`src/hw/rtl/pfrd_pkg.sv`:
```
// Shared widths, tap tables, register indexes and payload types of the pulse filter.
package pfrd_pkg;

  localparam int RING_DEPTH_DEFAULT = 27;

  localparam int SAMPLE_W = 16;
  localparam int TIME_W   = 32;
  localparam int ACC_W    = 32;
  localparam int GAIN_W   = 16;
  localparam int PROD_W   = ACC_W + GAIN_W;
  localparam int GAIN_FRAC = 8;
  localparam int TERM_W   = SAMPLE_W + 2;
  localparam int RATE_W   = 32;

  // Ring taps, as offsets from the write position; the oldest entry has offset zero.
  localparam int NUM_TAPS  = 11;
  localparam int NUM_TERMS = NUM_TAPS + 1;
  localparam int TAP_OFFSET [NUM_TAPS] = '{26, 24, 21, 20, 19, 9, 8, 7, 4, 2, 0};
  // Term zero is the incoming sample, term k is ring tap k-1.
  localparam int TERM_WEIGHT [NUM_TERMS] = '{-1, -1, -1, 2, 2, 2, -2, -2, -2, 1, 1, 1};
  localparam int TERM_IDX_W = $clog2(NUM_TERMS);
  localparam int TIME_TAP = 14;

  localparam int MULT_CNT_W = $clog2(GAIN_W);
  localparam int DIV_CNT_W  = $clog2(RATE_W);

  // Configuration port.
  localparam int CFG_INDEX_W = 1;
  localparam int CFG_DATA_W  = 32;
  localparam logic [CFG_INDEX_W-1:0] REG_OUTPUT_GAIN = 1'd0;
  localparam logic [CFG_INDEX_W-1:0] REG_RATE_SCALE  = 1'd1;
  localparam logic [GAIN_W-1:0] OUTPUT_GAIN_RESET = 16'd256;
  localparam logic [RATE_W-1:0] RATE_SCALE_RESET  = 32'd960000;

  typedef struct packed {
    logic signed [SAMPLE_W-1:0] sample;
    logic [TIME_W-1:0]          timestamp;
  } in_item_t;

  typedef struct packed {
    logic signed [ACC_W-1:0] filtered;
    logic [RATE_W-1:0]       rate;
    logic                    peak_found;
  } out_item_t;

endpackage

```
`src/hw/rtl/pfrd_serial_div.sv`:
```
// Restoring unsigned divider: one quotient bit per cycle.
module pfrd_serial_div (
  input  logic                        clk,
  input  logic                        rst,
  input  logic                        start,
  input  logic [pfrd_pkg::RATE_W-1:0] numerator,
  input  logic [pfrd_pkg::RATE_W-1:0] denominator,
  output logic                        done,
  output logic [pfrd_pkg::RATE_W-1:0] quotient
);
  import pfrd_pkg::*;

  logic                 busy;
  logic [DIV_CNT_W-1:0] cnt;
  logic [RATE_W-1:0]    remainder;
  logic [RATE_W-1:0]    divisor;
  logic [RATE_W:0]      rem_shift;
  logic [RATE_W:0]      diff;

  // The numerator shifts out of the quotient register as quotient bits shift in.
  assign rem_shift = {remainder, quotient[RATE_W-1]};
  assign diff      = rem_shift - {1'b0, divisor};

  always_ff @(posedge clk) begin
    if (rst) begin
      busy <= 1'b0;
      done <= 1'b0;
      cnt  <= '0;
    end else begin
      done <= !start && busy && (cnt == DIV_CNT_W'(RATE_W - 1));
      if (start) begin
        busy <= 1'b1;
        cnt  <= '0;
      end else if (busy) begin
        cnt <= cnt + 1'b1;
        if (cnt == DIV_CNT_W'(RATE_W - 1)) begin
          busy <= 1'b0;
        end
      end
    end
  end

  always_ff @(posedge clk) begin
    if (start) begin
      quotient  <= numerator;
      remainder <= '0;
      divisor   <= denominator;
    end else if (busy) begin
      quotient  <= {quotient[RATE_W-2:0], ~diff[RATE_W]};
      remainder <= diff[RATE_W] ? rem_shift[RATE_W-1:0] : diff[RATE_W-1:0];
    end
  end

endmodule

```
`config.mk`:
```
export PLATFORM = sky130hd
export DESIGN_NAME = pfrd_serial_div
export DESIGN_NICKNAME = d
export VERILOG_FILES = /design/src/hw/rtl/pfrd_pkg.sv /design/src/hw/rtl/pfrd_serial_div.sv
export SDC_FILE = /design/constraint.sdc
export NUM_CORES = 1
export LEC_CHECK = 0
export ABC_AREA = 1
export BUFFER_PORTS_ARGS = -buffer_cell sky130_fd_sc_hd__buf_4
export CELL_PAD_IN_SITES_DETAIL_PLACEMENT = 0
export CELL_PAD_IN_SITES_GLOBAL_PLACEMENT = 1
export CORE_UTILIZATION = 41
export CTS_CLUSTER_SIZE = 20
export DETAILED_ROUTE_END_ITERATION = 7
export GPL_TIMING_DRIVEN = 0
export PLACE_DENSITY = 0.84
export SLEW_MARGIN = 30
export SYNTH_ARGS = -nofsm -noshare
export SYNTH_HDL_FRONTEND = slang
export SYNTH_SLANG_ARGS = --single-unit
export TNS_END_PERCENT = 100
```
`constraint.sdc`:
```
create_clock -name clk -period 3.17 [get_ports clk]
set_input_delay 0.317 -clock clk [delete_from_list [all_inputs] [get_ports clk]]
set_output_delay 0.317 -clock clk [all_outputs]
set_load 0.005 [all_outputs]
```
== Word-level counts from Yosys, hierarchy flattened ==
Index checks and enable logic that the tools add are counted.
W data, S select, Z words.
Operators by class
  add/sub/neg operators: 2
  multipliers: 0
  div/mod/pow operators: 0
  $lt $le $gt $ge: 0
  equality and inequality tests: 1
  shift operators: 0
  mux-type cells: 6
  bitwise operators: 1
  reductions and logical operators: 5
Operator list (number)
  $mux W32: 3
  $sub A33 B32 Y33: 1
  $add A5 B1 Y5 const B: 1
  $eq A5 B5 Y1 const B: 1
  $mux W1: 3
  $logic_and A1 B1 Y1: 2
  $reduce_bool A2 Y1: 1
  $reduce_or A2 Y1: 1
  $logic_not A1 Y1: 1
  $not A1 Y1: 1
Storage, ports and cells
  register bits after elaboration: 103
  latch bits: 0
  memory bits (writable): 0
  bits in read-only memories: 0
  word-level logic and storage cells: 21
  memories kept: 0

== Logic depth before layout (Yosys ltp) ==
  depth in word-level cells: 4
  depth in mapped cells: 18
  mapped depth without buffers: 17

== Least setup slack after synthesis ==
Ideal clock, no wire load.
  path type: flip-flop to flip-flop
  start point: register quotient[31] (netlist name)
  end point: register quotient[0] (netlist name) (data pin)
  library setup time: 0.265 ns
  arrival: 1.994 ns
  slack: 0.911 ns
  cell stages (with the launch flop): 17
  clock period less this slack: 2.259 ns
  path through: edfxtp_1 -> inv_1 -> ha_1 -> fa_1 -> inv_1 -> nand2_1 -> nand2_1 -> nand3_1 -> nand2_1 -> nand2_1 -> nand2_2 -> nand2_4 -> nand2_4 -> nand2_2 -> nand2_4 -> buf_4 -> o21ai_1
Between the ends
  word-level cells in the longest chain between the ends: 4
Ends and longest elaborated chain
  start, declared: line pfrd_serial_div.sv:9  | output logic [pfrd_pkg::RATE_W-1:0] quotient
  start signal, assigned: line pfrd_serial_div.sv:45  | quotient <= numerator;
  start signal, assigned: line pfrd_serial_div.sv:49  | quotient <= {quotient[RATE_W-2:0], ~diff[RATE_W]};
  $sub A33 B32 Y33: line pfrd_serial_div.sv:22  | assign diff = rem_shift - {1'b0, divisor};
  $not A1 Y1: line pfrd_serial_div.sv:49
  $mux W32: line pfrd_serial_div.sv:48  | end else if (busy) begin
  $mux W32: line pfrd_serial_div.sv:44  | if (start) begin
Every way passes these cells. The select of a mux whose other input is x is not followed.
A chain may end at the register's enable or synchronous reset.

== Worst setup path in the final report ==
  start point: register quotient[31] (netlist name)
  end point: register remainder[21]
Between the ends
  word-level cells in the longest chain between the ends: 2
Ends and longest elaborated chain
  $sub A33 B32 Y33: line pfrd_serial_div.sv:22
  $mux W32: line pfrd_serial_div.sv:50  | remainder <= diff[RATE_W] ? rem_shift[RATE_W-1:0] : diff[RATE_W-1:0];
  end signal, assigned: line pfrd_serial_div.sv:50
  end, declared: line pfrd_serial_div.sv:15  | logic [RATE_W-1:0] remainder;
Every way passes these cells.

==> flow_metrics.env <==
export IMPL_worstSetupPathType="register to register"
export IMPL_hpwlAfterDp_mm=13.5
export IMPL_routabilityCongestion=0.896
export IMPL_rsz0062_at_grt="no"
export IMPL_initial_utilization_pct=41.7
export IMPL_final_area_um2=8220
export IMPL_mostFrequentLayoutCells="nand2_1, inv_1, buf_4"
export IMPL_dieWidth_um=132
export IMPL_clock_latency_ps=370
export IMPL_grt_max_degree=34
export IMPL_min_period_ps=2680
export IMPL_hold_buffers=0
export IMPL_cts_resized=0
export IMPL_die_area_um2=17300
export IMPL_dpl_cell_area_um2=7910
export IMPL_seq_area_frac_synth_pct=39.2
export IMPL_period_share_pct=84.4
export IMPL_setup_viol=0
export IMPL_synth_fp_nets=1140
export IMPL_timing_max_transition_violations_final=0
export IMPL_drt_first_pass_iters=5
export IMPL_cts_tree="done"
export IMPL_antenna_cells=0
export IMPL_vias=6146
export IMPL_coreArea_um2=16500
export IMPL_io_pins=100
export IMPL_synth_cell_types=34
export IMPL_nFillCells=1682
export IMPL_avgViaCountPerCell=4.48
export IMPL_grt_pass1_vias=5978
export IMPL_fin_tns_setup_ps=0
export IMPL_hold_viol_final=0
export IMPL_track_usage_pct=21.0
export IMPL_crit_arrival_ps=2930
export IMPL_drc_errors=0
export IMPL_rrSetupSlack_ps=490
export IMPL_hold_class="primary input to register"
export IMPL_drive_above_1_share_pct=13.2
export IMPL_grt_first_pass_wirelength_mm=29.0
export IMPL_cts_root_buf="clkbuf_16"
export IMPL_yosysWarnings=0
export IMPL_status="completed"
export IMPL_rr_worst_depth=18
export IMPL_grt_overflow=0
export IMPL_leakagePower_nw=4.53
export IMPL_drtIter0Drc=377
export IMPL_cp_start_kind="register"
export IMPL_antenna_found_initial=0
export IMPL_finalNetCount=1250
export IMPL_crit_fanout=10
export IMPL_required_ps=3430
export IMPL_cp_end_kind="register"
export IMPL_totalWireLength_mm=17.2
export IMPL_num_rows=47
export IMPL_yosys_register_bits=103
export IMPL_portBuffers=99
export IMPL_final_setup_skew_ps=16.8
export IMPL_mostFrequentLayoutCell="nand2_1"
export IMPL_clk_path_buf_depth=2
export IMPL_synthesis_area_um2=6900
export IMPL_clkSinkCount=103
export IMPL_fp_dieH_um=132
export IMPL_detail_route_antenna_nets=0
export IMPL_wl_per_cell_um=12.5
export IMPL_cts_buffers=9
export IMPL_p_per_area_nw_per_um2=386
export IMPL_fmax_mhz=374
export IMPL_maxSlewHeadroom_pct=54.1
export IMPL_hold_depth=1
export IMPL_synth_cells=1038
export IMPL_irDropWorstVdd_mv=0.259
export IMPL_syn_avg_cell_area_um2=6.64
export IMPL_htreeDepth=3
export IMPL_worstMarginPinSlew_ps=687
export IMPL_post_cts_buffers=0
export IMPL_syn_to_final_growth_pct=19.3
export IMPL_timing_max_cap_violations=0
export IMPL_cts_clk_slew_worst_paths_ps=90
-- layout make-up --
type | instances | area [um^2] | area share, %
clock inverter | 7 | 83.8 | 1.02
multi-input combinational | 698 | 3270 | 39.8
inverter | 217 | 815 | 9.91
sequential | 103 | 2700 | 32.9
timing repair buffer | 99 | 743 | 9.04
buffer | 20 | 109 | 1.32
clock buffer | 9 | 225 | 2.74
tap | 220 | 275 | 3.35
-- cell families (layout without fill, tap and decap cells) --
kind of cell    count (synthesis)  after routing  share of synthesized area (%)
compound gates                 31             31                           2.47
xor+xnor                       14             14                           1.78
fa+ha+maj                      35             35                           6.46
buf+inv                       237            352                           13.4
flops                         103            103                           39.2
simple gates                  618            618                           36.7
-- report_power, final --
part / internal (W) / switching [W]
registers: 0.00152 / 0.0000378
logic: 0.000192 / 0.000253
clock network: 0.000567 / 0.000607
-- worst max-delay path, cell delays in order, from the launching register on --
cell	delay (ps)
edfxtp_1	360
inv_1	60
ha_1	220
fa_1	390
inv_1	90
nand2_1	60
nand2_1	130
nand3_1	90
nand2_1	150
nand2_1	80
nand2_2	120
nand2_4	90
nand2_4	80
nand2_4	80
nand2_4	180
buf_6	190
nand2_1	70
nand3_1	70
nand2_1	60
-- flip-flops by register name, summed over array words and instances, names as in the netlist --
register,flops
divisor,32
cnt,5
busy,1
quotient,32
done,1
remainder,32
-- routing by layer --
| layer | part of all wire [%] | track usage (%) |
|---|---|---|
| met5 | 0 | 0 |
| met4 | 2.1 | 6.07 |
| met3 | 5.0 | 5.79 |
| met2 | 44 | 33.8 |
| met1 | 49 | 27.3 |
-- cells in the mapped netlist, drive strengths merged --
| master | instances | share of area [%] |
|---|---|---|
| nor2 | 51 | 3.0 |
| a211oi | 2 | 0.22 |
| dfxtp | 39 | 11 |
| inv | 213 | 12 |
| nor4 | 1 | 0.091 |
| a31oi | 1 | 0.091 |
| nand3 | 57 | 4.3 |
| o21ai | 6 | 0.44 |
| fa | 1 | 0.29 |
| buf | 5 | 0.76 |
| nor3 | 16 | 1.3 |
| nand4 | 6 | 0.54 |
| ha | 34 | 6.2 |
| and3 | 2 | 0.18 |
| xor2 | 2 | 0.25 |
| o21bai | 1 | 0.11 |
| edfxtp | 64 | 28 |
| a21oi | 20 | 1.5 |
| xnor2 | 12 | 1.5 |
| clkinv | 4 | 0.22 |
| nand2 | 478 | 27 |
| a21o | 1 | 0.11 |
| and2 | 6 | 0.56 |
| clkbuf | 15 | 0.82 |
| or2 | 1 | 0.091 |
-- stage by stage --
stage                     total power, W  hold WS (ps)  setup WS [ps]  instances  util, %
after floorplan                  0.00182           395            911       1038        -
after global placement           0.00203           454           75.7       1357     47.9
after detailed placement         0.00203           463            441       1357     47.9
after CTS                        0.00321           106            487       1373     49.8
after global routing             0.00332           103            272       1373     49.8
final                            0.00317           113            495       1373     49.8
-- path summary, 6_finish.rpt --
kind | start | end
max | quotient[31]$_DFFE_PP_ | remainder[21]$_SDFFE_PP0P_
min | denominator[11] | divisor[11]$_DFFE_PP_
max reg2reg | quotient[31]$_DFFE_PP_ | remainder[21]$_SDFFE_PP0P_
min reg2reg | cnt[4]$_SDFFE_PP0P_ | cnt[4]$_SDFFE_PP0P_
(Power assumes the default switching activity.)
