==> config.mk <==
export PLATFORM = sky130hd
export DESIGN_NAME = pfrd_serial_mult
export DESIGN_NICKNAME = d
export VERILOG_FILES = /design/src/hw/rtl/pfrd_pkg.sv /design/src/hw/rtl/pfrd_serial_mult.sv
export SDC_FILE = /design/constraint.sdc
export NUM_CORES = 1
export LEC_CHECK = 0
export BUFFER_PORTS_ARGS = -buffer_cell sky130_fd_sc_hd__clkbuf_2
export CAP_MARGIN = 20
export CORE_UTILIZATION = 40
export DETAILED_ROUTE_END_ITERATION = 10
export GPL_TIMING_DRIVEN = 0
export SYNTH_ARGS = -nofsm -noshare
export SYNTH_HDL_FRONTEND = slang
export SYNTH_SLANG_ARGS = --single-unit
export TNS_END_PERCENT = 100
==> constraint.sdc <==
create_clock -name clk -period 4.97 [get_ports clk]
set_input_delay 1.491 -clock clk [delete_from_list [all_inputs] [get_ports clk]]
set_output_delay 1.491 -clock clk [all_outputs]
set_load 0.1 [all_outputs]
==> src/hw/rtl/pfrd_pkg.sv <==
// Shared widths, tap tables, register indexes and payload types of the pulse filter.
package pfrd_pkg;

  localparam int RING_DEPTH_DEFAULT = 27;

  localparam int SAMPLE_W = 16;
  localparam int TIME_W   = 32;
  localparam int ACC_W    = 32;
  localparam int GAIN_W   = 16;
  localparam int PROD_W   = ACC_W + GAIN_W;
  localparam int GAIN_FRAC = 8;
  localparam int TERM_W   = SAMPLE_W + 2;
  localparam int RATE_W   = 32;

  // Ring taps, as offsets from the write position; the oldest entry has offset zero.
  localparam int NUM_TAPS  = 11;
  localparam int NUM_TERMS = NUM_TAPS + 1;
  localparam int TAP_OFFSET [NUM_TAPS] = '{26, 24, 21, 20, 19, 9, 8, 7, 4, 2, 0};
  // Term zero is the incoming sample, term k is ring tap k-1.
  localparam int TERM_WEIGHT [NUM_TERMS] = '{-1, -1, -1, 2, 2, 2, -2, -2, -2, 1, 1, 1};
  localparam int TERM_IDX_W = $clog2(NUM_TERMS);
  localparam int TIME_TAP = 14;

  localparam int MULT_CNT_W = $clog2(GAIN_W);
  localparam int DIV_CNT_W  = $clog2(RATE_W);

  // Configuration port.
  localparam int CFG_INDEX_W = 1;
  localparam int CFG_DATA_W  = 32;
  localparam logic [CFG_INDEX_W-1:0] REG_OUTPUT_GAIN = 1'd0;
  localparam logic [CFG_INDEX_W-1:0] REG_RATE_SCALE  = 1'd1;
  localparam logic [GAIN_W-1:0] OUTPUT_GAIN_RESET = 16'd256;
  localparam logic [RATE_W-1:0] RATE_SCALE_RESET  = 32'd960000;

  typedef struct packed {
    logic signed [SAMPLE_W-1:0] sample;
    logic [TIME_W-1:0]          timestamp;
  } in_item_t;

  typedef struct packed {
    logic signed [ACC_W-1:0] filtered;
    logic [RATE_W-1:0]       rate;
    logic                    peak_found;
  } out_item_t;

endpackage

==> src/hw/rtl/pfrd_serial_mult.sv <==
// Bit-serial signed multiplier: one multiplier bit per cycle, shift and add.
module pfrd_serial_mult (
  input  logic                          clk,
  input  logic                          rst,
  input  logic                          start,
  input  logic [pfrd_pkg::ACC_W-1:0]    multiplicand,
  input  logic [pfrd_pkg::GAIN_W-1:0]   multiplier,
  output logic                          done,
  output logic [pfrd_pkg::PROD_W-1:0]   product
);
  import pfrd_pkg::*;

  logic                  busy;
  logic [MULT_CNT_W-1:0] cnt;
  logic [PROD_W-1:0]     mcand;
  logic [GAIN_W-1:0]     mplier;
  logic                  last_bit;

  assign last_bit = (cnt == MULT_CNT_W'(GAIN_W - 1));

  always_ff @(posedge clk) begin
    if (rst) begin
      busy <= 1'b0;
      done <= 1'b0;
      cnt  <= '0;
    end else begin
      done <= !start && busy && last_bit;
      if (start) begin
        busy <= 1'b1;
        cnt  <= '0;
      end else if (busy) begin
        cnt <= cnt + 1'b1;
        if (last_bit) begin
          busy <= 1'b0;
        end
      end
    end
  end

  // The sign bit of the multiplier carries negative weight, so its step subtracts.
  always_ff @(posedge clk) begin
    if (start) begin
      mcand   <= {{GAIN_W{multiplicand[ACC_W-1]}}, multiplicand};
      mplier  <= multiplier;
      product <= '0;
    end else if (busy) begin
      if (mplier[0]) begin
        product <= last_bit ? product - mcand : product + mcand;
      end
      mcand  <= {mcand[PROD_W-2:0], 1'b0};
      mplier <= {1'b0, mplier[GAIN_W-1:1]};
    end
  end

endmodule

* Yosys cells after proc, flatten, opt, wreduce, memory -nomap -nowiden
Index checks and enable logic that the tools add are counted.
** Operators by class
- Add/subtract/negate cells :: 3
- Equality and inequality tests :: 1
- Multiplexer cells :: 8
- Reductions and logical operators :: 6
** Operators by type and width (count)
- $mux W48 :: 3
- $add A48 B48 Y48 :: 1
- $sub A48 B48 Y48 :: 1
- $mux W16 :: 2
- $add A4 B1 Y4 const B :: 1
- $eq A4 B4 Y1 const B :: 1
- $mux W1 :: 3
- $logic_and A1 B1 Y1 :: 2
- $reduce_and A2 Y1 :: 1
- $reduce_bool A2 Y1 :: 1
- $reduce_or A2 Y1 :: 1
- $logic_not A1 Y1 :: 1
** Word-level totals
- Bits in registers :: 118
- Input bits :: 51
- Output and inout port bits :: 49

* Longest topological paths before layout
Gate-level depths: netlist of the first run.
- Depth in word-level cells :: 4
- Gate-level depth with buffers :: 19

* Worst setup path before layout of the first run
Ideal clock, no wire load.
- Path kind :: register to register
- Start point :: reg mcand[6]
- End point :: reg product[47] in the netlist's numbering
- Arrival :: 4.457 ns
- Data required time :: 4.847 ns
- Slack :: 0.390 ns
- Stages on the path, launching flop included :: 19
- Clock period less this slack :: 4.580 ns
- Path through :: edfxtp_1 or3_1 or3_1 nand2b_1 nor3_1 and3_1 nor2_1 xnor2_1 ha_1 and3_1 nand2_1 or3_1 and3_1 o21ai_1 o31ai_1 a31oi_1 a21oi_1 a311oi_1 mux2_1
** On the way
- Cells in the longest elaborated chain, start to end :: 2
- Elaborated cells between the ends (all ways) :: 3
** RTL lines
- start: declaration :: RTL line pfrd_serial_mult.sv:15 : logic [PROD_W-1:0] mcand;
- start signal: assignment :: RTL line pfrd_serial_mult.sv:43 : mcand <= {{GAIN_W{multiplicand[ACC_W-1]}}, multiplicand};
- start signal: assignment :: RTL line pfrd_serial_mult.sv:50 : mcand <= {mcand[PROD_W-2:0], 1'b0};
- $add A48 B48 Y48 / $sub A48 B48 Y48 (equally long branches) :: RTL line pfrd_serial_mult.sv:48 : product <= last_bit ? product - mcand : product + mcand;
- $mux W48 * :: RTL line pfrd_serial_mult.sv:48
- end signal: assignment :: RTL line pfrd_serial_mult.sv:48
- end: declaration :: RTL line pfrd_serial_mult.sv:9 : output logic [pfrd_pkg::PROD_W-1:0] product
Every way passes the cells marked *; elsewhere a longest branch is shown, timed or not.
A chain may end at the register's enable or synchronous reset.

* Worst setup path in the final report of the first run
- Start point :: reg mcand[14]
- End point :: reg product[47] in the netlist's numbering
Same word-level chain as after synthesis.

==> run_summary.xml, run 1 <==
<?xml version="1.0" encoding="UTF-8"?>
<metrics>
  <group name="pwr">
    <metric name="post-layout-total-power" unit="mW">3.568</metric>
    <metric name="static-leakage-power" unit="nW">4.263</metric>
    <metric name="power_density" unit="nW/um^2">351.5</metric>
    <metric name="pwr-share-clk" unit="%">36.1</metric>
    <metric name="comb_power_share" unit="%">29.6</metric>
    <metric name="intPower" unit="mW">2.286</metric>
    <metric name="power.switching" unit="mW">1.282</metric>
    <metric name="power.share.sequential" unit="%">34.3</metric>
    <metric name="ir_drop" unit="mV">0.2485</metric>
    <metric name="power.switching_fraction" unit="%">35.93</metric>
  </group>
  <group name="detailed_routing">
    <metric name="antenna_violating_nets_post_route" unit="">0</metric>
    <metric name="total_iterations_of_the_first_detailed_routing_run" unit="">5</metric>
    <metric name="drc" unit="">0</metric>
    <metric name="detail_routed_net_length_per_standard_cell" unit="microns">18.12</metric>
    <metric name="drt_iter0_markers" unit="">612</metric>
    <metric name="routed_wirelength" unit="microns">24160</metric>
    <metric name="avgViaCountPerCell" unit="">5.576</metric>
    <metric name="dr_total_vias" unit="">7433</metric>
  </group>
  <group name="layout">
    <metric name="finalInstanceArea" unit="sq um">10150</metric>
    <metric name="filler_instances" unit="">1838</metric>
    <metric name="final_common_cell" unit="">nand2_1</metric>
    <metric name="syn_to_final_growth" unit="%">24.42</metric>
    <metric name="most-common-layout-cells" unit="">nand2_1 (108), clkbuf_2 (103), a21oi_1 (94), edfxtp_1 (64), dfxtp_1 (54)</metric>
    <metric name="n_antenna_cell" unit="">0</metric>
    <metric name="nets" unit="">1157</metric>
    <metric name="drive_above_1_share" unit="%">25.47</metric>
  </group>
  <group name="worst_hold_path">
    <metric name="worst_hold_startpoint" unit="">product[41]</metric>
    <metric name="whs_endpoint" unit="">product[41]</metric>
    <metric name="hold_depth" unit="">2</metric>
    <metric name="holdCritPathClass" unit="">reg2reg</metric>
  </group>
  <group name="floorplanning">
    <metric name="rows" unit="">51</metric>
    <metric name="horizontal_die_dimension" unit="microns">144.8</metric>
    <metric name="design.portCount" unit="">100</metric>
    <metric name="core_area" unit="sq um">19720</metric>
    <metric name="start_util" unit="%">41.37</metric>
    <metric name="die_y" unit="microns">144.8</metric>
    <metric name="die_area" unit="sq um">20970</metric>
  </group>
  <group name="critical_path">
    <metric name="critical_path_arrival" unit="ns">5.26</metric>
    <metric name="worstReg2RegEnd" unit="">product[47]</metric>
    <metric name="worst_setup_path_start_kind" unit="">flip-flop</metric>
    <metric name="worst-r2r-cell-count" unit="">19</metric>
    <metric name="reg2reg_setup_slack" unit="ns">0.02</metric>
    <metric name="critPathMostFrequentCell" unit="">and3_4</metric>
    <metric name="cp_max_fanout" unit="">5</metric>
    <metric name="critPathBufInv" unit="">1</metric>
    <metric name="cp_cell_sequence" unit="">or4_4, nor4_4, nand2b_1, buf_6, nor3_4, and3_4, nor2_2, xnor2_2, ha_1, and3_4, nand2_4, or3_4, and3_4, o21ai_4, o31ai_4, a31oi_4, a21oi_2, a311oi_2, mux2_1</metric>
    <metric name="cp_max_delay_cell" unit="">or4_4</metric>
    <metric name="cp_delay_by_family_top" unit="">simple AND/OR/NAND/NOR gates</metric>
    <metric name="critical_path_required" unit="ns">5.28</metric>
    <metric name="end_kind" unit="">flip-flop</metric>
    <metric name="reg2reg_from" unit="">mcand[14]</metric>
    <metric name="crit_type" unit="">reg2reg</metric>
    <metric name="cpPeakStageDelay" unit="ns">0.61</metric>
  </group>
  <group name="clock_network">
    <metric name="clkTransAtPathRegs" unit="ns">0.06</metric>
    <metric name="cts_htree_levels" unit="">4</metric>
    <metric name="clock_sink_count" unit="">118</metric>
    <metric name="clkLatencyLatePin" unit="ns">0.42</metric>
    <metric name="clock_tree.root_cell" unit="">clkbuf_16</metric>
    <metric name="cts_hold_buffers" unit="">0</metric>
    <metric name="cts_tree" unit="">built</metric>
    <metric name="cts-root-to-sink-buffers" unit="">2</metric>
    <metric name="cts_made_buffers" unit="">17</metric>
  </group>
  <group name="global_routing">
    <metric name="grt-ovfl-total" unit="">0</metric>
    <metric name="number_of_antenna_violations_at_the_first_check_in_global_routing" unit="">0</metric>
    <metric name="grt_max_degree" unit="">65</metric>
    <metric name="first_global_vias" unit="">6841</metric>
    <metric name="global_route.usage.total" unit="%">23.44</metric>
    <metric name="global_route_wire_length_before_repair" unit="microns">36820</metric>
  </group>
  <group name="placement">
    <metric name="port-buffer-count" unit="">99</metric>
    <metric name="dpl-instance-area" unit="sq um">8987</metric>
    <metric name="place.gp.congestion" unit="">0.8989</metric>
    <metric name="final_hpwl_from_detailed_placement" unit="microns">18090</metric>
  </group>
  <group name="job">
    <metric name="cap_viol_max_count" unit="">0</metric>
  </group>
  <group name="sta">
    <metric name="grt_setup_unrepaired" unit="">true</metric>
    <metric name="highest_clock_frequency_the_design_can_meet" unit="GHz">0.2020</metric>
    <metric name="timing.final.max_slew_violations" unit="">0</metric>
    <metric name="max_slew_margin" unit="%">42.09</metric>
    <metric name="setup_viol" unit="">0</metric>
    <metric name="worst_pin_slew" unit="ns">0.8686</metric>
    <metric name="finalSetupTns" unit="ns">0</metric>
    <metric name="timing.clock.skew" unit="ns">0.007525</metric>
    <metric name="min_period" unit="ns">4.950</metric>
    <metric name="report.final.hold_viol_count" unit="">0</metric>
    <metric name="final.period_utilization" unit="%">99.60</metric>
    <metric name="finalHoldWorstSlack" unit="ns">0.4774</metric>
  </group>
  <group name="synthesis">
    <metric name="synth-warning-count" unit="">0</metric>
    <metric name="syn_nets" unit="">1015</metric>
    <metric name="synthesis.area_per_instance" unit="sq um">8.935</metric>
    <metric name="synthArstFlopShare" unit="%">0</metric>
    <metric name="mappedNetlistArea" unit="sq um">8158</metric>
    <metric name="synth_edf_count" unit="">64</metric>
    <metric name="postSynthCellCount" unit="">913</metric>
    <metric name="yosys_register_bits" unit="">118</metric>
    <metric name="netlist-cell-type-count" unit="">67</metric>
    <metric name="synth-seq-area-share" unit="%">36.81</metric>
    <metric name="synth_ff_type" unit="">edfxtp_1</metric>
  </group>
  <group name="outcome">
    <metric name="run_status" unit="">finished, final reports clean</metric>
  </group>
</metrics>
==> sequential cells by signal, summed over array words and instances, names as in the netlist <==
signal and flops:
cnt 4, mplier 16, mcand 48, done 1, busy 1, product 48
==> power by group through the flow <==
stage / combinational, mW / clock, mW / sequential (mW)
floorplan: 0.543 / 0 / 1.44
detailed placement: 0.968 / 0 / 1.24
finish: 1.06 / 1.29 / 1.23
global placement: 0.965 / 0 / 1.24
global route: 1.14 / 1.33 / 1.24
CTS: 0.991 / 1.30 / 1.22
==> per-stage QoR <==
stage          cells  setup slack [ns]  util, %
6_report        1333           0.01992    51.48
4_1_cts         1313          0.001371    49.36
3_5_place_dp    1277           -0.5148    45.58
5_1_grt         1333           -0.1693    51.48
2_1_floorplan    913            0.3897        -
3_3_place_gp    1277           -0.5647    45.57
==> how the worst max path moves through the flow <==
stage / from / to / cells after the start / slack, ns
floorplan: mcand[6] / product[47] / 18 / 0.39
detailed placement: mcand[4] / product[47] / 18 / -0.51
CTS: mcand[6] / product[47] / 19 / 0.001
finish: mcand[14] / product[47] / 19 / 0.02
global route: mcand[14] / product[47] / 19 / -0.17
global placement: mcand[4] / product[47] / 18 / -0.56
==> synthesized netlist by cell type (all sizes together) (5+ instances only) <==
cell type  instances  area, sq um
edfxtp            64         1922
o21ai             59        295.3
nand2b             9        56.30
dfxtp             54         1081
mux2              44        495.5
or3               10        62.56
o31ai             15        126.4
nor2b              6        37.54
xnor2             50        445.4
nand2            112        420.4
nor3              21        105.1
a21oi             96        480.5
or4                8        63.81
and3              11        68.82
ha                50        625.6
a21o              26        195.2
inv               30        112.6
a41oi              5        43.79
xor2              28        245.2
nand3             24        120.1
buf               10        41.29
nand4             10        62.56
a31oi              9        56.30
nor2              50        187.7
o21bai            12        90.09
a211oi            11        82.58
and2               5        33.78
clkbuf            32        120.1
nor4b              5        50.04
==> layer usage <==
metal	wire length, microns	GRT usage (%)	vias up
met4	476	7.701	0
met3	1536	4.179	36
met5	0	0	-
met2	10730	35.78	242
met1	11420	33.24	3527
li1	-	-	3628
==> tightest hold or removal path: stages (launching register included) <==
cell     delay (ns)
dfxtp_1        0.32
nand2_1        0.06
a21oi_1        0.05
==> repair_timing <==
| item | in CTS | in global routing |
|---|---|---|
| endpoints found under the setup margin | 9 | 12 |
| setup buffers | 7 | 22 |
| resized for setup | 22 | 59 |
| pin swaps | 6 | 26 |
| gates cloned | 0 | 0 |
==> kinds of logic (layout without fill, tap and decap cells) <==
logic type,Yosys count,count (layout),synth area share [%]
simple gates,287,287,17.30
xor+xnor,78,78,8.466
fa+ha+maj,51,51,7.914
compound gates,261,261,19.83
buf+inv,72,227,3.359
mux,46,46,6.319
flops,118,118,36.81
==> final cells by class <==
type	count	area [sq um]	share of cell area (%)
multi-input cells	723	5228	51.50
flip-flops and latches	118	3003	29.59
repair buffers	128	716.9	7.064
clock buffers	18	429.2	4.228
well taps	265	331.6	3.267
clock inverters	14	175.2	1.726
plain buffers	37	153.9	1.516
inverters	30	112.6	1.109
Note: power is estimated with default switching activity, not from simulation.
==> run 2: changes to the inputs <==
--- a/config.mk
+++ b/config.mk
@@ -7,9 +7,10 @@
 export LEC_CHECK = 0
 export BUFFER_PORTS_ARGS = -buffer_cell sky130_fd_sc_hd__clkbuf_2
 export CAP_MARGIN = 20
-export CORE_UTILIZATION = 40
+export CORE_UTILIZATION = 54
 export DETAILED_ROUTE_END_ITERATION = 10
 export GPL_TIMING_DRIVEN = 0
+export PLACE_DENSITY = 0.78
 export SYNTH_ARGS = -nofsm -noshare
 export SYNTH_HDL_FRONTEND = slang
 export SYNTH_SLANG_ARGS = --single-unit
==> constraint.sdc (replaced) <==
create_clock -name clk -period 4.4 [get_ports clk]
set_input_delay 1.32 -clock clk [delete_from_list [all_inputs] [get_ports clk]]
set_output_delay 1.32 -clock clk [all_outputs]
set_load 0.1 [all_outputs]
==> run_summary.xml, run 2 (same netlist as run 1, synthesis figures left out) <==
<?xml version="1.0" encoding="UTF-8"?>
<metrics>
  <group name="sta">
    <metric name="setup_viol" unit="">10</metric>
    <metric name="setup_slack" unit="ns">-0.4325</metric>
    <metric name="worst_pin_slew" unit="ns">0.9174</metric>
    <metric name="report.final.hold_viol_count" unit="">0</metric>
    <metric name="final.period_utilization" unit="%">109.8</metric>
    <metric name="timing.clock.skew" unit="ns">0.009780</metric>
    <metric name="min_period" unit="ns">4.832</metric>
    <metric name="finalSetupTns" unit="ns">-2.633</metric>
    <metric name="max_slew_margin" unit="%">38.84</metric>
    <metric name="highest_clock_frequency_the_design_can_meet" unit="GHz">0.2069</metric>
    <metric name="timing.final.max_slew_violations" unit="">0</metric>
    <metric name="grt_setup_unrepaired" unit="">true</metric>
  </group>
  <group name="layout">
    <metric name="n_antenna_cell" unit="">0</metric>
    <metric name="final_common_cell" unit="">nand2_1</metric>
    <metric name="drive_above_1_share" unit="%">30.85</metric>
    <metric name="most-common-layout-cells" unit="">nand2_1 (109), clkbuf_2 (102), a21oi_1 (84), edfxtp_1 (64), buf_4 (56)</metric>
    <metric name="largest_registers" unit="">mcand (48), product (48), mplier (16)</metric>
    <metric name="nets" unit="">1191</metric>
    <metric name="stdcell_count" unit="">1286</metric>
    <metric name="syn_to_final_growth" unit="%">30.43</metric>
    <metric name="finalInstanceArea" unit="sq um">10640</metric>
  </group>
  <group name="detailed_routing">
    <metric name="antenna_violating_nets_post_route" unit="">0</metric>
    <metric name="total_iterations_of_the_first_detailed_routing_run" unit="">8</metric>
    <metric name="routed_wirelength" unit="microns">25540</metric>
    <metric name="avgViaCountPerCell" unit="">6.257</metric>
    <metric name="drc" unit="">17</metric>
    <metric name="detail_routed_net_length_per_standard_cell" unit="microns">19.86</metric>
    <metric name="dr_total_vias" unit="">8046</metric>
    <metric name="drt_iter0_markers" unit="">922</metric>
  </group>
  <group name="outcome">
    <metric name="failing_checks" unit="">design-rule violations, negative setup slack</metric>
    <metric name="run_status" unit="">finished with violations</metric>
  </group>
  <group name="clock_network">
    <metric name="cts-root-to-sink-buffers" unit="">2</metric>
    <metric name="cts_htree_levels" unit="">4</metric>
    <metric name="cts_made_buffers" unit="">17</metric>
    <metric name="clock_sink_count" unit="">118</metric>
    <metric name="clock_tree.root_cell" unit="">clkbuf_16</metric>
    <metric name="clkLatencyLatePin" unit="ns">0.43</metric>
    <metric name="cts_tree" unit="">built</metric>
    <metric name="clkTransAtPathRegs" unit="ns">0.06</metric>
    <metric name="cts_hold_buffers" unit="">0</metric>
  </group>
  <group name="global_routing">
    <metric name="global_route.usage.total" unit="%">31.16</metric>
    <metric name="grt_max_degree" unit="">40</metric>
    <metric name="number_of_antenna_violations_at_the_first_check_in_global_routing" unit="">0</metric>
    <metric name="first_global_vias" unit="">7329</metric>
    <metric name="grt-ovfl-total" unit="">0</metric>
    <metric name="global_route_wire_length_before_repair" unit="microns">37850</metric>
  </group>
  <group name="placement">
    <metric name="final_hpwl_from_detailed_placement" unit="microns">17270</metric>
    <metric name="port-buffer-count" unit="">99</metric>
    <metric name="dpl-instance-area" unit="sq um">8980</metric>
    <metric name="dp.cells" unit="">1197</metric>
    <metric name="dp_slack" unit="ns">-0.8299</metric>
    <metric name="place.gp.congestion" unit="">0.9617</metric>
  </group>
  <group name="floorplanning">
    <metric name="core_area" unit="sq um">14640</metric>
    <metric name="horizontal_die_dimension" unit="microns">124.9</metric>
    <metric name="die_y" unit="microns">124.9</metric>
    <metric name="design.portCount" unit="">100</metric>
    <metric name="die_area" unit="sq um">15600</metric>
    <metric name="start_util" unit="%">55.71</metric>
    <metric name="rows" unit="">44</metric>
  </group>
  <group name="critical_path">
    <metric name="cp_max_fanout" unit="">3</metric>
    <metric name="reg2reg_setup_slack" unit="ns">-0.43</metric>
    <metric name="crit_type" unit="">reg2reg</metric>
    <metric name="worstReg2RegEnd" unit="">product[38]</metric>
    <metric name="critical_path_required" unit="ns">4.70</metric>
    <metric name="worst_setup_path_start_kind" unit="">flip-flop</metric>
    <metric name="reg2reg_from" unit="">mcand[15]</metric>
    <metric name="critical_path_arrival" unit="ns">5.14</metric>
    <metric name="worst-r2r-cell-count" unit="">19</metric>
    <metric name="end_kind" unit="">flip-flop</metric>
  </group>
  <group name="worst_hold_path">
    <metric name="holdCritPathClass" unit="">reg2reg</metric>
    <metric name="worst_hold_startpoint" unit="">product[11]</metric>
    <metric name="hold_depth" unit="">2</metric>
    <metric name="whs_endpoint" unit="">product[11]</metric>
  </group>
  <group name="job">
    <metric name="cap_viol_max_count" unit="">0</metric>
  </group>
  <group name="pwr">
    <metric name="power_density" unit="nW/um^2">386.2</metric>
    <metric name="ir_drop" unit="mV">0.3364</metric>
    <metric name="static-leakage-power" unit="nW">4.517</metric>
  </group>
</metrics>
## run 2: changes by cell type in the layout (fill, tap and decap cells not counted), sizes merged
cell,previous run,this run
buf,38,73
bufinv,3,2
clkinv,6,4
inv,32,34
## run 2: how the worst max path moves through the flow
stage / from / endpoint / slack, ns / cells past startpoint
final: mcand[15] / product[38] / -0.43 / 19
after global routing: mcand[5] / product[38] / -0.52 / 19
after CTS: mcand[14] / product[47] / -0.29 / 18
after detailed placement: mcand[5] / product[47] / -0.83 / 18
after global placement: mcand[5] / product[47] / -0.63 / 18
after floorplan: mcand[5] / product[40] / -0.04 / 17
## run 2: cell type report
class                           count  area (sq um)
Tap cell                          184         230.2
Sequential cell                   118          3003
Multi-Input combinational cell    723          5517
Inverter                           30         112.6
Clock buffer                       19         452.9
Buffer                             40         197.7
Clock inverter                     13         145.1
Timing Repair Buffer              159         982.2
Fill cell                         999          4004
## run 2: per-stage QoR
stage | util, % | hold WS [ns] | power (mW)
global route | 72.66 | 0.4996 | 4.246
finish | 72.66 | 0.4756 | 4.110
CTS | 68.57 | 0.4790 | 3.988
detailed placement | 61.32 | 0.4704 | 2.497
floorplan | - | 0.4562 | 2.249
global placement | 61.18 | 0.4593 | 2.473
## run 2: what timing repair did
item | 4_1_cts | 5_1_grt
gates cloned | 0 | 0
pin swaps | 23 | 40
buffers inserted | 33 | 28
endpoints found under the setup margin | 24 | 23
resized for setup | 45 | 78
## run 2: where the power goes
group | internal [mW] | switching, mW
clock network | 0.869 | 0.549
logic | 0.457 | 0.847
registers | 1.28 | 0.107
total | 2.61 | 1.50
## run 2: metal layers
| metal | vias to the layer above | routed length, microns | share of wire [%] | global-route usage (%) |
|---|---|---|---|---|
| met2 | 468 | 11890 | 47 | 48.98 |
| met5 | - | 0 | 0 | 0 |
| met4 | 0 | 799 | 3.1 | 13.20 |
| met1 | 3780 | 10590 | 41 | 41.22 |
| li1 | 3706 | - | - | - |
| met3 | 92 | 2264 | 8.9 | 7.431 |
## run 2: critical path, stage by stage (launching register included)
cell      delay [ns]
edfxtp_1        0.40
or4_4           0.59
nor4_4          0.19
nand2b_1        0.13
buf_6           0.15
buf_4           0.13
o31ai_2         0.25
xor2_1          0.32
ha_1            0.20
nand2_1         0.08
or3b_4          0.39
or3_1           0.32
o32a_1          0.23
and2_4          0.20
o31ai_4         0.28
a41o_2          0.29
buf_6           0.13
a31oi_4         0.08
xor2_1          0.23
o21ai_1         0.11
