**src/hw/rtl/pfrd_pkg.sv**
```systemverilog
// Shared widths, tap tables, register indexes and payload types of the pulse filter.
package pfrd_pkg;

  localparam int RING_DEPTH_DEFAULT = 27;

  localparam int SAMPLE_W = 16;
  localparam int TIME_W   = 32;
  localparam int ACC_W    = 32;
  localparam int GAIN_W   = 16;
  localparam int PROD_W   = ACC_W + GAIN_W;
  localparam int GAIN_FRAC = 8;
  localparam int TERM_W   = SAMPLE_W + 2;
  localparam int RATE_W   = 32;

  // Ring taps, as offsets from the write position; the oldest entry has offset zero.
  localparam int NUM_TAPS  = 11;
  localparam int NUM_TERMS = NUM_TAPS + 1;
  localparam int TAP_OFFSET [NUM_TAPS] = '{26, 24, 21, 20, 19, 9, 8, 7, 4, 2, 0};
  // Term zero is the incoming sample, term k is ring tap k-1.
  localparam int TERM_WEIGHT [NUM_TERMS] = '{-1, -1, -1, 2, 2, 2, -2, -2, -2, 1, 1, 1};
  localparam int TERM_IDX_W = $clog2(NUM_TERMS);
  localparam int TIME_TAP = 14;

  localparam int MULT_CNT_W = $clog2(GAIN_W);
  localparam int DIV_CNT_W  = $clog2(RATE_W);

  // Configuration port.
  localparam int CFG_INDEX_W = 1;
  localparam int CFG_DATA_W  = 32;
  localparam logic [CFG_INDEX_W-1:0] REG_OUTPUT_GAIN = 1'd0;
  localparam logic [CFG_INDEX_W-1:0] REG_RATE_SCALE  = 1'd1;
  localparam logic [GAIN_W-1:0] OUTPUT_GAIN_RESET = 16'd256;
  localparam logic [RATE_W-1:0] RATE_SCALE_RESET  = 32'd960000;

  typedef struct packed {
    logic signed [SAMPLE_W-1:0] sample;
    logic [TIME_W-1:0]          timestamp;
  } in_item_t;

  typedef struct packed {
    logic signed [ACC_W-1:0] filtered;
    logic [RATE_W-1:0]       rate;
    logic                    peak_found;
  } out_item_t;

endpackage

```
**src/hw/rtl/pfrd_delay_line.sv**
```systemverilog
// Sample and timestamp delay lines with fixed filter taps, shifted once per item.
module pfrd_delay_line #(
  parameter int RING_DEPTH = pfrd_pkg::RING_DEPTH_DEFAULT
) (
  input  logic                                                clk,
  input  logic                                                rst,
  input  logic                                                shift,
  input  logic [pfrd_pkg::SAMPLE_W-1:0]                       sample_in,
  input  logic [pfrd_pkg::TIME_W-1:0]                         time_in,
  output logic [pfrd_pkg::NUM_TAPS-1:0][pfrd_pkg::SAMPLE_W-1:0] taps,
  output logic [pfrd_pkg::TIME_W-1:0]                         delayed_time
);
  import pfrd_pkg::*;

  localparam int TimeLen = RING_DEPTH - TIME_TAP;

  // Entry zero holds the most recent item.
  logic [RING_DEPTH-1:0][SAMPLE_W-1:0] sample_line;
  logic [TimeLen-1:0][TIME_W-1:0]      time_line;

  always_ff @(posedge clk) begin
    if (rst) begin
      sample_line <= '0;
      time_line   <= '0;
    end else if (shift) begin
      sample_line <= {sample_line[RING_DEPTH-2:0], sample_in};
      time_line   <= {time_line[TimeLen-2:0], time_in};
    end
  end

  // A tap at offset c sees the sample written RING_DEPTH - c items ago.
  for (genvar k = 0; k < NUM_TAPS; k++) begin : g_tap
    assign taps[k] = sample_line[RING_DEPTH-1-TAP_OFFSET[k]];
  end

  assign delayed_time = time_line[TimeLen-1];

endmodule

```
**config.mk**
```make
export PLATFORM = sky130hd
export DESIGN_NAME = pfrd_delay_line
export DESIGN_NICKNAME = d
export VERILOG_FILES = /design/src/hw/rtl/pfrd_pkg.sv /design/src/hw/rtl/pfrd_delay_line.sv
export SDC_FILE = /design/constraint.sdc
export NUM_CORES = 1
export LEC_CHECK = 0
export BUFFER_PORTS_ARGS = -buffer_cell sky130_fd_sc_hd__buf_2
export CAP_MARGIN = 25
export CORE_AREA = 5 5 247 249
export CTS_BUF_LIST = sky130_fd_sc_hd__clkbuf_16
export DETAILED_ROUTE_END_ITERATION = 8
export DIE_AREA = 0 0 252 254
export GPL_TIMING_DRIVEN = 0
export HOLD_SLACK_MARGIN = 0.02
export PLACE_DENSITY = 0.75
export SYNTH_ARGS = -nofsm -noshare
export SYNTH_HDL_FRONTEND = slang
export SYNTH_SLANG_ARGS = --single-unit
```
**constraint.sdc**
```tcl
create_clock -name clk -period 2.3 [get_ports clk]
set_input_delay 0.115 -clock clk [delete_from_list [all_inputs] [get_ports clk]]
set_output_delay 0.115 -clock clk [all_outputs]
set_load 0.005 [all_outputs]
```
After elaboration in Yosys (flattened, before gate mapping)
Cells that the tools add are included.

$add $sub $neg: 0. Multiply operators: 0. Divide/modulo/power cells: 0. $lt $le $gt $ge: 0. Eq/ne operators: 0. Shift-type cells: 0. Muxes and demuxes: 0. Bitwise gates (word level): 0. Reductions and logical operators: 0.

Flip-flop bits (word level): 848. Bits in latches: 0. Bits in writable memories: 0. ROM bits: 0. Input port bits: 51. Output and inout port bits: 208. Logic and storage cells: 40. Memories kept: 0.

Longest topological paths before layout
Gate-level depths: netlist (run 1).

Word-level depth: 0. Depth in mapped cells: 6. Gate-level depth less buffers: 2.

Least setup slack after synthesis (run 1)
OpenSTA, ideal clock, no wires.

Path type: input-to-reg. Start point: input port shift. End point: register time_line[0] (netlist name). Library setup time: 0.128 ns. Arrival time: 0.910 ns. Data required time: 2.172 ns. Path slack: 1.262 ns. Stages on the path: 6. Buffers on the path: 4. Cells stage by stage: buf_2 -> buf_12 -> buf_12 -> buf_12 -> mux2i_1 -> nor2_1.

RTL lines: from (decl) (line pfrd_delay_line.sv:7) `input logic shift,`; to (signal assigned) (line pfrd_delay_line.sv:27) `time_line <= {time_line[TimeLen-2:0], time_in};`; to (decl) (line pfrd_delay_line.sv:19) `logic [TimeLen-1:0][TIME_W-1:0] time_line;`.

Worst setup path in the final report (run 1)
Start point: register sample_line, in the netlist taps[41]. End point: output port taps[41] (netlist name).

RTL lines: from (decl) (line pfrd_delay_line.sv:18) `logic [RING_DEPTH-1:0][SAMPLE_W-1:0] sample_line;`; from (signal assigned) (line pfrd_delay_line.sv:26) `sample_line <= {sample_line[RING_DEPTH-2:0], sample_in};`; to (decl) (line pfrd_delay_line.sv:10) `output logic [pfrd_pkg::NUM_TAPS-1:0][pfrd_pkg::SAMPLE_W-1:0] taps,`.

No word-level cell between the ends.

==> results.md, run 1 <==
- DRC: 0
- Area delta synth->final: 16.83%
- Top cell type's share of synthesized area: 52.57%
- Antenna viol nets, final: 0
- CTS HTree Levels: 3
- Initial drt markers: 803
- Initial Util: 55.24%
- Data arrival, critical path: 1.26 ns
- Worst r2r dst: taps[13]$_SDFFE_PP0P_
- Tot GR Track Use: 19.56%
- Worst Hold Class: input pin to flip-flop
- R2R cell count: 3
- TritonCTS clock tree: done
- Sequential area share after synthesis: 52.57%
- Nature of the critical path startpoint: flip-flop
- Count of different cell masters after synthesis: 9
- Slew headroom: 66.42%
- First drt pass iteration count: 5
- Filler cells: 4524
- Nature of the critical path endpoint: output pin
- Synth Cell Area: 32290 um2
- Fin crit share: 59.69%
- Synth Warn #: 0
- Setup TNS Final: 0 ns
- DP Area: 34540 um2
- RSZ-0062 raised after global routing: no
- Synth Register Bits: 848
- WS Path Type: flip-flop to output pin
- Top cells by count, synth: 848 x dfxtp_1, 848 x mux2i_1, 848 x nor2_1
- Synth area leader: dfxtp_1
- Hold violation count in the final report: 0
- GP Congestion: 0.8210
- Max-slew violations: 0
- Crit path to: taps[41]
- Synthesized Nets: 2992
- CP startpoint: taps[41]$_SDFFE_PP0P_
- Worst Skew: 0.01322 ns
- Fraction of layout instances using a drive strength above 1: 20.35%
- Crit Path Max Fanout: 3
- Avg WL per Cell: 15.33 um
- Post-synth EDFFs: 0
- Dominant cells by area after synthesis: dfxtp_1 53%, mux2i_1 26%, nor2_1 9.9%
- Detailed-route wire length: 63.96 mm
- Worst Path Required: 2.18 ns
- Die area: 64010 um2
- Dpl hpwl: 46.30 mm
- CTS clk-pin slew, worst paths: 0.06 ns
- First-pass GRT wire length: 105.8 mm
- Async set or reset register ratio after synthesis: 0%
- Final-stage net count: 3384
- Total setup buffers inserted after CTS: 0
- Area of the core: 58460 um2
- Status: complete, no violations
- Initial antenna violation count: 6
- Pleak: 18.07 nW
- Worst reg2reg startpoint: taps[13]$_SDFFE_PP0P_
- Die Wd: 252 um
- Cell Pwr Density: 787.3 nW/um2
- R2R setup slack: 1.08 ns
- Max VDD drop: 0.0005870 V
- Post-route cell area: 37730 um2
- Max Fclk: 0.7284 GHz
- Most used flip-flop cell after synthesis: dfxtp_1
- Clock Sinks: 848
- Port bufs: 256
- CTS Buf Count: 84
- Syn_area_per_cell: 10.98 um2
- GRT overflow: 0
- Worst Tran Pin Value: 0.5037 ns
- FP Rows: 89
- Drt via density: 4.921
- MaxCap Viol Count: 0
- IO Count: 259
- Clock buffer depth: 3
- Post-Syn Instances: 2941
- Root buffer cell: clkbuf_16
- Worst-Skew Late Latency: 0.61 ns
- Largest net degree at the start of global routing: 15
- Endpoints failing setup: 0
- Minimum clock period: 1.373 ns
- Die Ht: 254 um
- Vias in the first global route: 21340
- Routed via count: 20540
state kept, by name, indices dropped and copies added, names as in the netlist:
name and cells:
time_line 384, sample_line 256, taps 176, delayed_time 32
where the power goes:
part,switching [mW],internal (mW),total [mW]
combinational,0.797,0.783,1.58
clock,5.44,7.82,13.3
sequential,0.0703,14.8,14.9
total,6.31,23.4,29.7
layer usage:
metal / global-route usage, % / up-vias / share of wire [%]
li1: - / 10310 / -
met1: 24.28 / 9807 / 44
met2: 35.06 / 293 / 51
met3: 2.947 / 119 / 3.1
met4: 6.312 / 4 / 2.3
met5: 0 / - / 0.042
metrics by stage:
step | hold WS [ns] | utilization, % | worst slack (ns) | instances | power (mW)
after floorplan | 0.2622 | - | 1.262 | 2941 | 16.40
after global placement | 0.3502 | 59.09 | 0.6970 | 3970 | 16.65
after detailed placement | 0.3586 | 59.09 | 0.5983 | 3970 | 16.70
after CTS | 0.1633 | 64.52 | 0.8930 | 4169 | 30.01
after global routing | 0.1929 | 64.53 | 0.8679 | 4172 | 30.72
final | 0.1987 | 64.54 | 0.9271 | 4173 | 29.71
cells by family after synthesis:
kind of cell,after synthesis,share of synthesized area (%)
buffers and inverters,397,11.29
and+or+nand+nor,848,9.856
muxes,848,26.28
DFF,848,52.57
layout make-up:
type | count | area, um2 | share of cell area [%]
multi-input combinational | 1696 | 11670 | 30.93
tap | 773 | 967.2 | 2.563
sequential | 848 | 16980 | 44.99
timing repair buffer | 306 | 1782 | 4.722
buffer | 397 | 3647 | 9.667
antenna | 4 | 10.01 | 0.02653
clock inverter | 62 | 499.2 | 1.323
clock buffer | 87 | 2177 | 5.770
repair_timing:
action	CTS	global route
gates resized for setup	0	0
hold buffers	50	0
endpoints found under the hold margin	55	0
setup endpoints to repair	0	0
critical path, stage by stage, from the launching register on:
cell and delay, ns:
dfxtp_1 0.42, buf_4 0.14, buf_2 0.10
cell usage in the layout (no fill, tap or decap), types with 4 or more instances in the layout:
cell / n
inv_1: 17
dlygate4sd3_1: 50
clkinv_2: 12
dfxtp_1: 848
bufinv_16: 9
buf_12: 78
buf_4: 220
clkbuf_1: 70
clkbuf_16: 87
nor2_1: 848
mux2i_1: 848
buf_2: 279
clkinv_1: 21
diode_2: 4
worst min-delay path by stage:
stage | slack [ns] | from | end | cells past startpoint
3_3_place_gp | 0.35 | sample_in[15] | taps[15]$_SDFFE_PP0P_ | 3
3_5_place_dp | 0.36 | sample_in[7] | taps[7]$_SDFFE_PP0P_ | 3
4_1_cts | 0.16 | shift | delayed_time[31]$_SDFFE_PP0P_ | 5
5_1_grt | 0.19 | rst | time_line[63]$_SDFFE_PP0P_ | 3
6_report | 0.20 | rst | sample_line[383]$_SDFFE_PP0P_ | 3
2_1_floorplan | 0.26 | time_in[0] | time_line[0]$_SDFFE_PP0P_ | 2
(Power assumes the default switching activity.)
==> run 2: changes to the inputs <==
Clock period 2.3 ns to 1.3 ns, I/O delays scaled along.
==> run 2 against run 1 <==
Total power rose by 77%. Core utilization rose by 0.36 points. Hold slack got worse by 0.048 ns. Highest routed layer unchanged. Wire length rose by 0.36%. Clock-buffer cell count did not move. Combinational power rose by 77%.
==> results.md, run 2 (synthesis gave the netlist of run 1 again) <==
- Status: complete, no violations (unchanged)
- Port bufs: 256 (unchanged)
- Initial drt markers: 773 (was 803)
- Crit path to: taps[36] (was taps[41])
- Post-Layout Cell Count: 4177 (was 4173)
- Area delta synth->final: 17.47% (was 16.83%)
- Combinational Power Share: 5.3% (about the same)
- Max Fclk: 0.7936 GHz
- Switching Power: 11.16 mW (was 6.310 mW)
- Die area: 64010 um2 (unchanged)
- Detailed-route wire length: 64.19 mm (was 63.96 mm)
- Initial antenna violation count: 7 (was 6)
- Dpl hpwl: 46.30 mm (unchanged)
- CTS clk-pin slew, worst paths: 0.06 ns (about the same)
- Filler cells: 4480 (was 4524)
- Top reg by flops: time_line (unchanged)
- Worst Skew: 0.01338 ns (was 0.01322 ns)
- Final Util: 64.89% (was 64.54%)
- Share of power burned in registers: 50.0% (about the same)
- Drt via density: 4.915 (was 4.921)
- Largest net degree at the start of global routing: 15 (unchanged)
- Routed via count: 20530 (was 20540)
- First drt pass iteration count: 4 (was 5)
- Die Ht: 254 um (unchanged)
- CTS Buf Count: 84 (unchanged)
- Fin crit share: 96.93%
- Max-slew violations: 0 (unchanged)
- DRC: 0 (unchanged)
- Root buffer cell: clkbuf_16 (unchanged)
- Endpoints failing setup: 0 (unchanged)
- MaxCap Viol Count: 0 (unchanged)
- Worst reg2reg startpoint: taps[13]$_SDFFE_PP0P_ (unchanged)
- Most frequent cells in the layout: 848 x mux2i_1, 848 x nor2_1, 710 x dfxtp_1 (was 848 x mux2i_1, 848 x nor2_1, 848 x dfxtp_1)
- Total power: 52.56 mW (was 29.71 mW)
- Pleak: 18.15 nW (was 18.07 nW)
- Clock buffer depth: 3 (unchanged)
- Nature of the critical path startpoint: flip-flop (unchanged)
- R2R setup slack: 0.08 ns (was 1.08 ns)
- First-pass GRT wire length: 106.0 mm (was 105.8 mm)
- Inst Count DP: 3970 (unchanged)
- Cell Pwr Density: 1385 nW/um2 (was 787.3 nW/um2)
- Die Wd: 252 um (unchanged)
- FP Rows: 89 (unchanged)
- Max VDD drop: 0.001039 V (was 0.0005870 V)
- Antenna viol nets, final: 0 (unchanged)
- R2R cell count: 3 (unchanged)
- Worst Hold Class: input pin to flip-flop (unchanged)
- GRT overflow: 0 (unchanged)
- Avg WL per Cell: 15.37 um (was 15.33 um)
- Data arrival, critical path: 1.20 ns (was 1.26 ns)
- CTS HTree Levels: 3 (unchanged)
- Int Power: 41.40 mW (was 23.40 mW)
- IO Count: 259 (unchanged)
- Crit Path Max Fanout: 3 (unchanged)
- Minimum clock period: 1.260 ns
- TritonCTS clock tree: done (unchanged)
- Clock Sinks: 848 (unchanged)
- WS Path Type: flip-flop to output pin (unchanged)
- Vias in the first global route: 21370 (was 21340)
- Area of the core: 58460 um2 (unchanged)
- Initial Util: 55.24% (unchanged)
- Worst Path Required: 1.24 ns (was 2.18 ns)
- Number of flip-flops in the largest register: 384 (unchanged)
- CP startpoint: taps[36]$_SDFFE_PP0P_ (was taps[41]$_SDFFE_PP0P_)
- Final-stage net count: 3386 (was 3384)
- Sw Ratio: 21.24% (about the same)
- Clock network power share: 44.6% (was 44.7%)
- Worst r2r dst: taps[13]$_SDFFE_PP0P_ (unchanged)
- Fraction of layout instances using a drive strength above 1: 24.46% (was 20.35%)
- Worst Tran Pin Value: 0.5023 ns (was 0.5037 ns)
- Worst-Skew Late Latency: 0.61 ns (about the same)
- Nature of the critical path endpoint: output pin (unchanged)
- GP Congestion: 0.8210 (unchanged)
- Hold violation count in the final report: 0 (unchanged)
- Tot GR Track Use: 19.60% (was 19.56%)
- Slew headroom: 66.51% (was 66.42%)
## run 2: critical path: stages, from the launching register on
cell and delay (ns):
dfxtp_1 0.38, buf_4 0.12, buf_2 0.10
## run 2: area by class of cell
class | instances | area (um2) | area share [%]
plain buffers | 396 | 3640 | 9.594
diodes | 6 | 15.01 | 0.03958
clock buffers | 87 | 2177 | 5.739
clock inverters | 62 | 499.2 | 1.316
multi-input cells | 1696 | 11670 | 30.76
flip-flops and latches | 848 | 17150 | 45.21
repair buffers | 309 | 1817 | 4.789
well taps | 773 | 967.2 | 2.549
## run 2: worst min path at each step
stage	startpoint	to	slack, ns	depth (start not counted)
4_1_cts	shift	delayed_time[31]$_SDFFE_PP0P_	0.11	5
5_1_grt	rst	time_line[63]$_SDFFE_PP0P_	0.14	3
3_3_place_gp	sample_in[15]	taps[15]$_SDFFE_PP0P_	0.30	3
2_1_floorplan	time_in[0]	time_line[0]$_SDFFE_PP0P_	0.21	2
3_5_place_dp	sample_in[7]	taps[7]$_SDFFE_PP0P_	0.31	3
6_report	rst	sample_line[383]$_SDFFE_PP0P_	0.15	3
## run 2: layer usage
layer / up-vias / GRT usage [%] / part of all wire [%]
li1: 10320 / - / -
met1: 9801 / 24.31 / 44
met2: 293 / 35.18 / 51
met3: 114 / 2.937 / 3.1
met4: 4 / 6.374 / 2.3
met5: - / 0 / 0.042
## run 2: metrics by stage
step	TNS, ns	instance area, um2	setup WS, ns	hold WS [ns]
floorplan	0	32290	0.3119	0.2122
global placement	-74.69	34540	-0.2530	0.3002
detailed placement	-103.04	34540	-0.3517	0.3086
CTS	0	37880	0.0004703	0.1133
global route	-0.004769	37930	-0.004086	0.1429
finish	0	37940	0.03987	0.1512
## run 2: repair_timing
item / in CTS / in global routing
gates resized for setup: 114 / 27
hold buffers: 50 / 0
hold endpoints to repair: 55 / 0
endpoints found under the setup margin: 114 / 27
cloned: 0 / 0
buffers inserted: 2 / 1
## run 2: power groups by stage
stage	clock [mW]	sequential, mW	combinational [mW]
2_1_floorplan	0	26.8	2.20
3_3_place_gp	0	26.9	2.60
3_5_place_dp	0	26.9	2.67
4_1_cts	24.0	26.3	2.81
5_1_grt	25.1	26.3	3.00
6_report	23.5	26.3	2.80
==> run 3: changes to the inputs <==
--- a/config.mk
+++ b/config.mk
@@ -7,3 +7,2 @@
 export LEC_CHECK = 0
-export BUFFER_PORTS_ARGS = -buffer_cell sky130_fd_sc_hd__buf_2
 export CAP_MARGIN = 25
@@ -13,5 +12,6 @@
 export DIE_AREA = 0 0 252 254
+export DONT_BUFFER_PORTS = 1
 export GPL_TIMING_DRIVEN = 0
 export HOLD_SLACK_MARGIN = 0.02
-export PLACE_DENSITY = 0.75
+export PLACE_DENSITY = 0.71
 export SYNTH_ARGS = -nofsm -noshare
--- a/constraint.sdc
+++ b/constraint.sdc
@@ -3,2 +3,2 @@
 set_output_delay 0.065 -clock clk [all_outputs]
-set_load 0.005 [all_outputs]
+set_load 0.1 [all_outputs]
==> run 3 against run 2 <==
Hold slack hardly changed. Via count is 3.3% lower. Cell count is 6.0% lower. Combinational power is 10% higher. Total power is 0.70% lower. Largest power group unchanged. Sequential share of layout area is 1.2 points lower. Register-to-register slack hardly changed. First-iteration DRC count is 3.6% higher. Global-route usage is 1.1 points higher.
==> results.md, run 3 (synthesis gave the netlist of run 1 again) <==
- Crit Path Max Fanout: 3 (unchanged)
- Final-stage net count: 3130 (was 3386)
- Area delta synth->final: 21.35% (was 17.47%)
- Antenna viol nets, final: 0 (unchanged)
- Hold violation count in the final report: 0 (unchanged)
- Worst-Skew Late Latency: 0.61 ns (about the same)
- Slew headroom: 65.06% (was 66.51%)
- Clock network power share: 43.7% (was 44.6%)
- Critical Path Slowest Stage Cell: dfxtp_2 (was dfxtp_1)
- Most frequent cells in the layout: 848 x mux2i_1, 848 x nor2_1, 670 x dfxtp_1 (was 848 x mux2i_1, 848 x nor2_1, 710 x dfxtp_1)
- R2R cell count: 3 (unchanged)
- GP Congestion: 0.8117 (was 0.8210)
- First-pass GRT wire length: 110.5 mm (was 106.0 mm)
- CTS Buf Count: 86 (was 84)
- Dpl hpwl: 45.27 mm (was 46.30 mm)
- Critical path, cell by cell: buf_12 (was buf_4 -> buf_2)
- Fraction of layout instances using a drive strength above 1: 19.52% (was 24.46%)
- Clock Sinks: 848 (unchanged)
- Crit path to: taps[124] (was taps[36])
- Area of the core: 58460 um2 (unchanged)
- Nature of the critical path startpoint: flip-flop (unchanged)
- Combinational Power Share: 5.9% (was 5.3%)
- Fin crit share: 97.11% (was 96.93%)
- Slowest stage delay, CP: 0.39 ns (was 0.38 ns)
- Status: complete, no violations (unchanged)
- Post-Layout Cell Count: 3926 (was 4177)
- CP bufs+invs: 1 (was 2)
- Detailed-route wire length: 67.79 mm (was 64.19 mm)
- Worst r2r dst: taps[13]$_SDFFE_PP0P_ (unchanged)
- Cell Pwr Density: 1332 nW/um2 (was 1385 nW/um2)
- Worst Skew: 0.01244 ns (was 0.01338 ns)
- GRT overflow: 0 (unchanged)
- Int Power: 40.57 mW (was 41.40 mW)
- DRC: 0 (unchanged)
- Clock buffer depth: 3 (unchanged)
- Top delay family on crit path: flip-flops (unchanged)
- Initial drt markers: 801 (was 773)
- Number of flip-flops in the largest register: 384 (unchanged)
- Sw Ratio: 22.26% (was 21.24%)
- Post-route cell area: 39190 um2 (was 37940 um2)
- Largest net degree at the start of global routing: 14 (was 15)
- Pleak: 17.33 nW (was 18.15 nW)
- R2R setup slack: 0.08 ns (about the same)
- Die area: 64010 um2 (unchanged)
- Worst Path Required: 1.24 ns (about the same)
- Minimum clock period: 1.262 ns (was 1.260 ns)
- MaxCap Viol Count: 0 (unchanged)
- Nature of the critical path endpoint: output pin (unchanged)
- Share of power burned in registers: 50.4% (was 50.0%)
- Data arrival, critical path: 1.20 ns (about the same)
- Worst reg2reg startpoint: taps[13]$_SDFFE_PP0P_ (unchanged)
- CP startpoint: taps[124]$_SDFFE_PP0P_ (was taps[36]$_SDFFE_PP0P_)
- Critical path depth: 1 (was 2)
- Routed via count: 19850 (was 20530)
- Inst Count DP: 3714 (was 3970)
- IO Count: 259 (unchanged)
- Avg WL per Cell: 17.27 um (was 15.37 um)
- WS Path Type: flip-flop to output pin (unchanged)
- Switching Power: 11.62 mW (was 11.16 mW)
- Worst Tran Pin Value: 0.5241 ns (was 0.5023 ns)
- Worst Hold Class: input pin to flip-flop (unchanged)
- Filler cells: 4151 (was 4480)
- Hold slack: 0.1517 ns (was 0.1512 ns)
- Top reg by flops: time_line (unchanged)
- Port bufs: 0 (was 256)
- Die Wd: 252 um (unchanged)
- Max VDD drop: 0.001169 V (was 0.001039 V)
- Endpoints failing setup: 0 (unchanged)
- Root buffer cell: clkbuf_16 (unchanged)
- CTS clk-pin slew, worst paths: 0.06 ns (about the same)
- Drt via density: 5.056 (was 4.915)
- FP Rows: 89 (unchanged)
- CTS HTree Levels: 3 (unchanged)
- Initial antenna violation count: 10 (was 7)
- Initial Util: 55.24% (unchanged)
- Tot GR Track Use: 20.75% (was 19.60%)
- Vias in the first global route: 21050 (was 21370)
- TritonCTS clock tree: done (unchanged)
- Die Ht: 254 um (unchanged)
- First drt pass iteration count: 5 (was 4)
- Max Fclk: 0.7921 GHz (was 0.7936 GHz)
- Max-slew violations: 0 (unchanged)
- DP Area: 33260 um2 (was 34540 um2)
[run 3: changes by cell type in the layout (fill, tap and decap cells not counted), sizes merged]
| cell | delta |
|---|---|
| clkinvlp | +3 |
| clkinv | +1 |
| buf | -258 |
| diode | +6 |
| clkbuf | +3 |
| bufinv | -6 |
[run 3: layout make-up]
type / instances / area, um2 / share of cell area, %
multi-input cells: 1696 / 11670 / 29.78
clock buffers: 90 / 2252 / 5.747
diodes: 12 / 30.03 / 0.07663
plain buffers: 397 / 6161 / 15.72
well taps: 773 / 967.2 / 2.468
repair buffers: 50 / 500.5 / 1.277
flip-flops and latches: 848 / 17250 / 44.03
clock inverters: 60 / 352.8 / 0.9004
[run 3: worst min path at each step]
stage / start / to / slack [ns] / cells after the start
after global routing: shift / time_line[383]$_SDFFE_PP0P_ / 0.13 / 5
after detailed placement: time_in[19] / time_line[19]$_SDFFE_PP0P_ / 0.22 / 2
after global placement: time_in[9] / time_line[9]$_SDFFE_PP0P_ / 0.22 / 2
after CTS: sample_in[15] / taps[15]$_SDFFE_PP0P_ / 0.11 / 3
after floorplan: time_in[0] / time_line[0]$_SDFFE_PP0P_ / 0.21 / 2
final: rst / time_line[127]$_SDFFE_PP0P_ / 0.15 / 3
[run 3: metal layers]
layer | up-vias | wire (um) | GRT usage (%)
met5 | - | 13 | 0
met4 | 2 | 2227 | 8.033
met3 | 161 | 2977 | 4.779
met2 | 356 | 34090 | 36.62
met1 | 9501 | 28480 | 24.65
li1 | 9829 | - | -
[run 3: per-stage QoR]
stage / util, % / worst slack, ns / power (mW) / setup TNS, ns
CTS: 66.72 / 0.0001663 / 52.74 / 0
detailed placement: 56.89 / -0.2905 / 29.70 / -92.18
global route: 67.02 / -0.008254 / 54.02 / -0.01449
global placement: 56.89 / -0.2697 / 29.63 / -74.72
floorplan: - / 0.3119 / 29.29 / 0
finish: 67.03 / 0.03753 / 52.19 / 0
[run 3: power groups by stage]
stage	Clock, mW	Combinational, mW	Sequential [mW]
finish	22.8	3.08	26.3
global route	24.5	3.27	26.3
global placement	0	2.77	26.9
CTS	23.4	3.08	26.3
floorplan	0	2.48	26.8
detailed placement	0	2.84	26.9
[run 3: worst reg2reg max path, cell delays in order (launching register included)]
cell           delay [ns]
dfxtp_2              0.34
mux2i_1              0.15
nor2_1               0.06
dlygate4sd3_1        0.56
[run 3: repair_timing]
item	CTS	global route
endpoints found under the setup margin	208	33
endpoints found under the hold margin	55	0
hold buffers	50	0
setup buffers	0	0
resized for setup	759	46
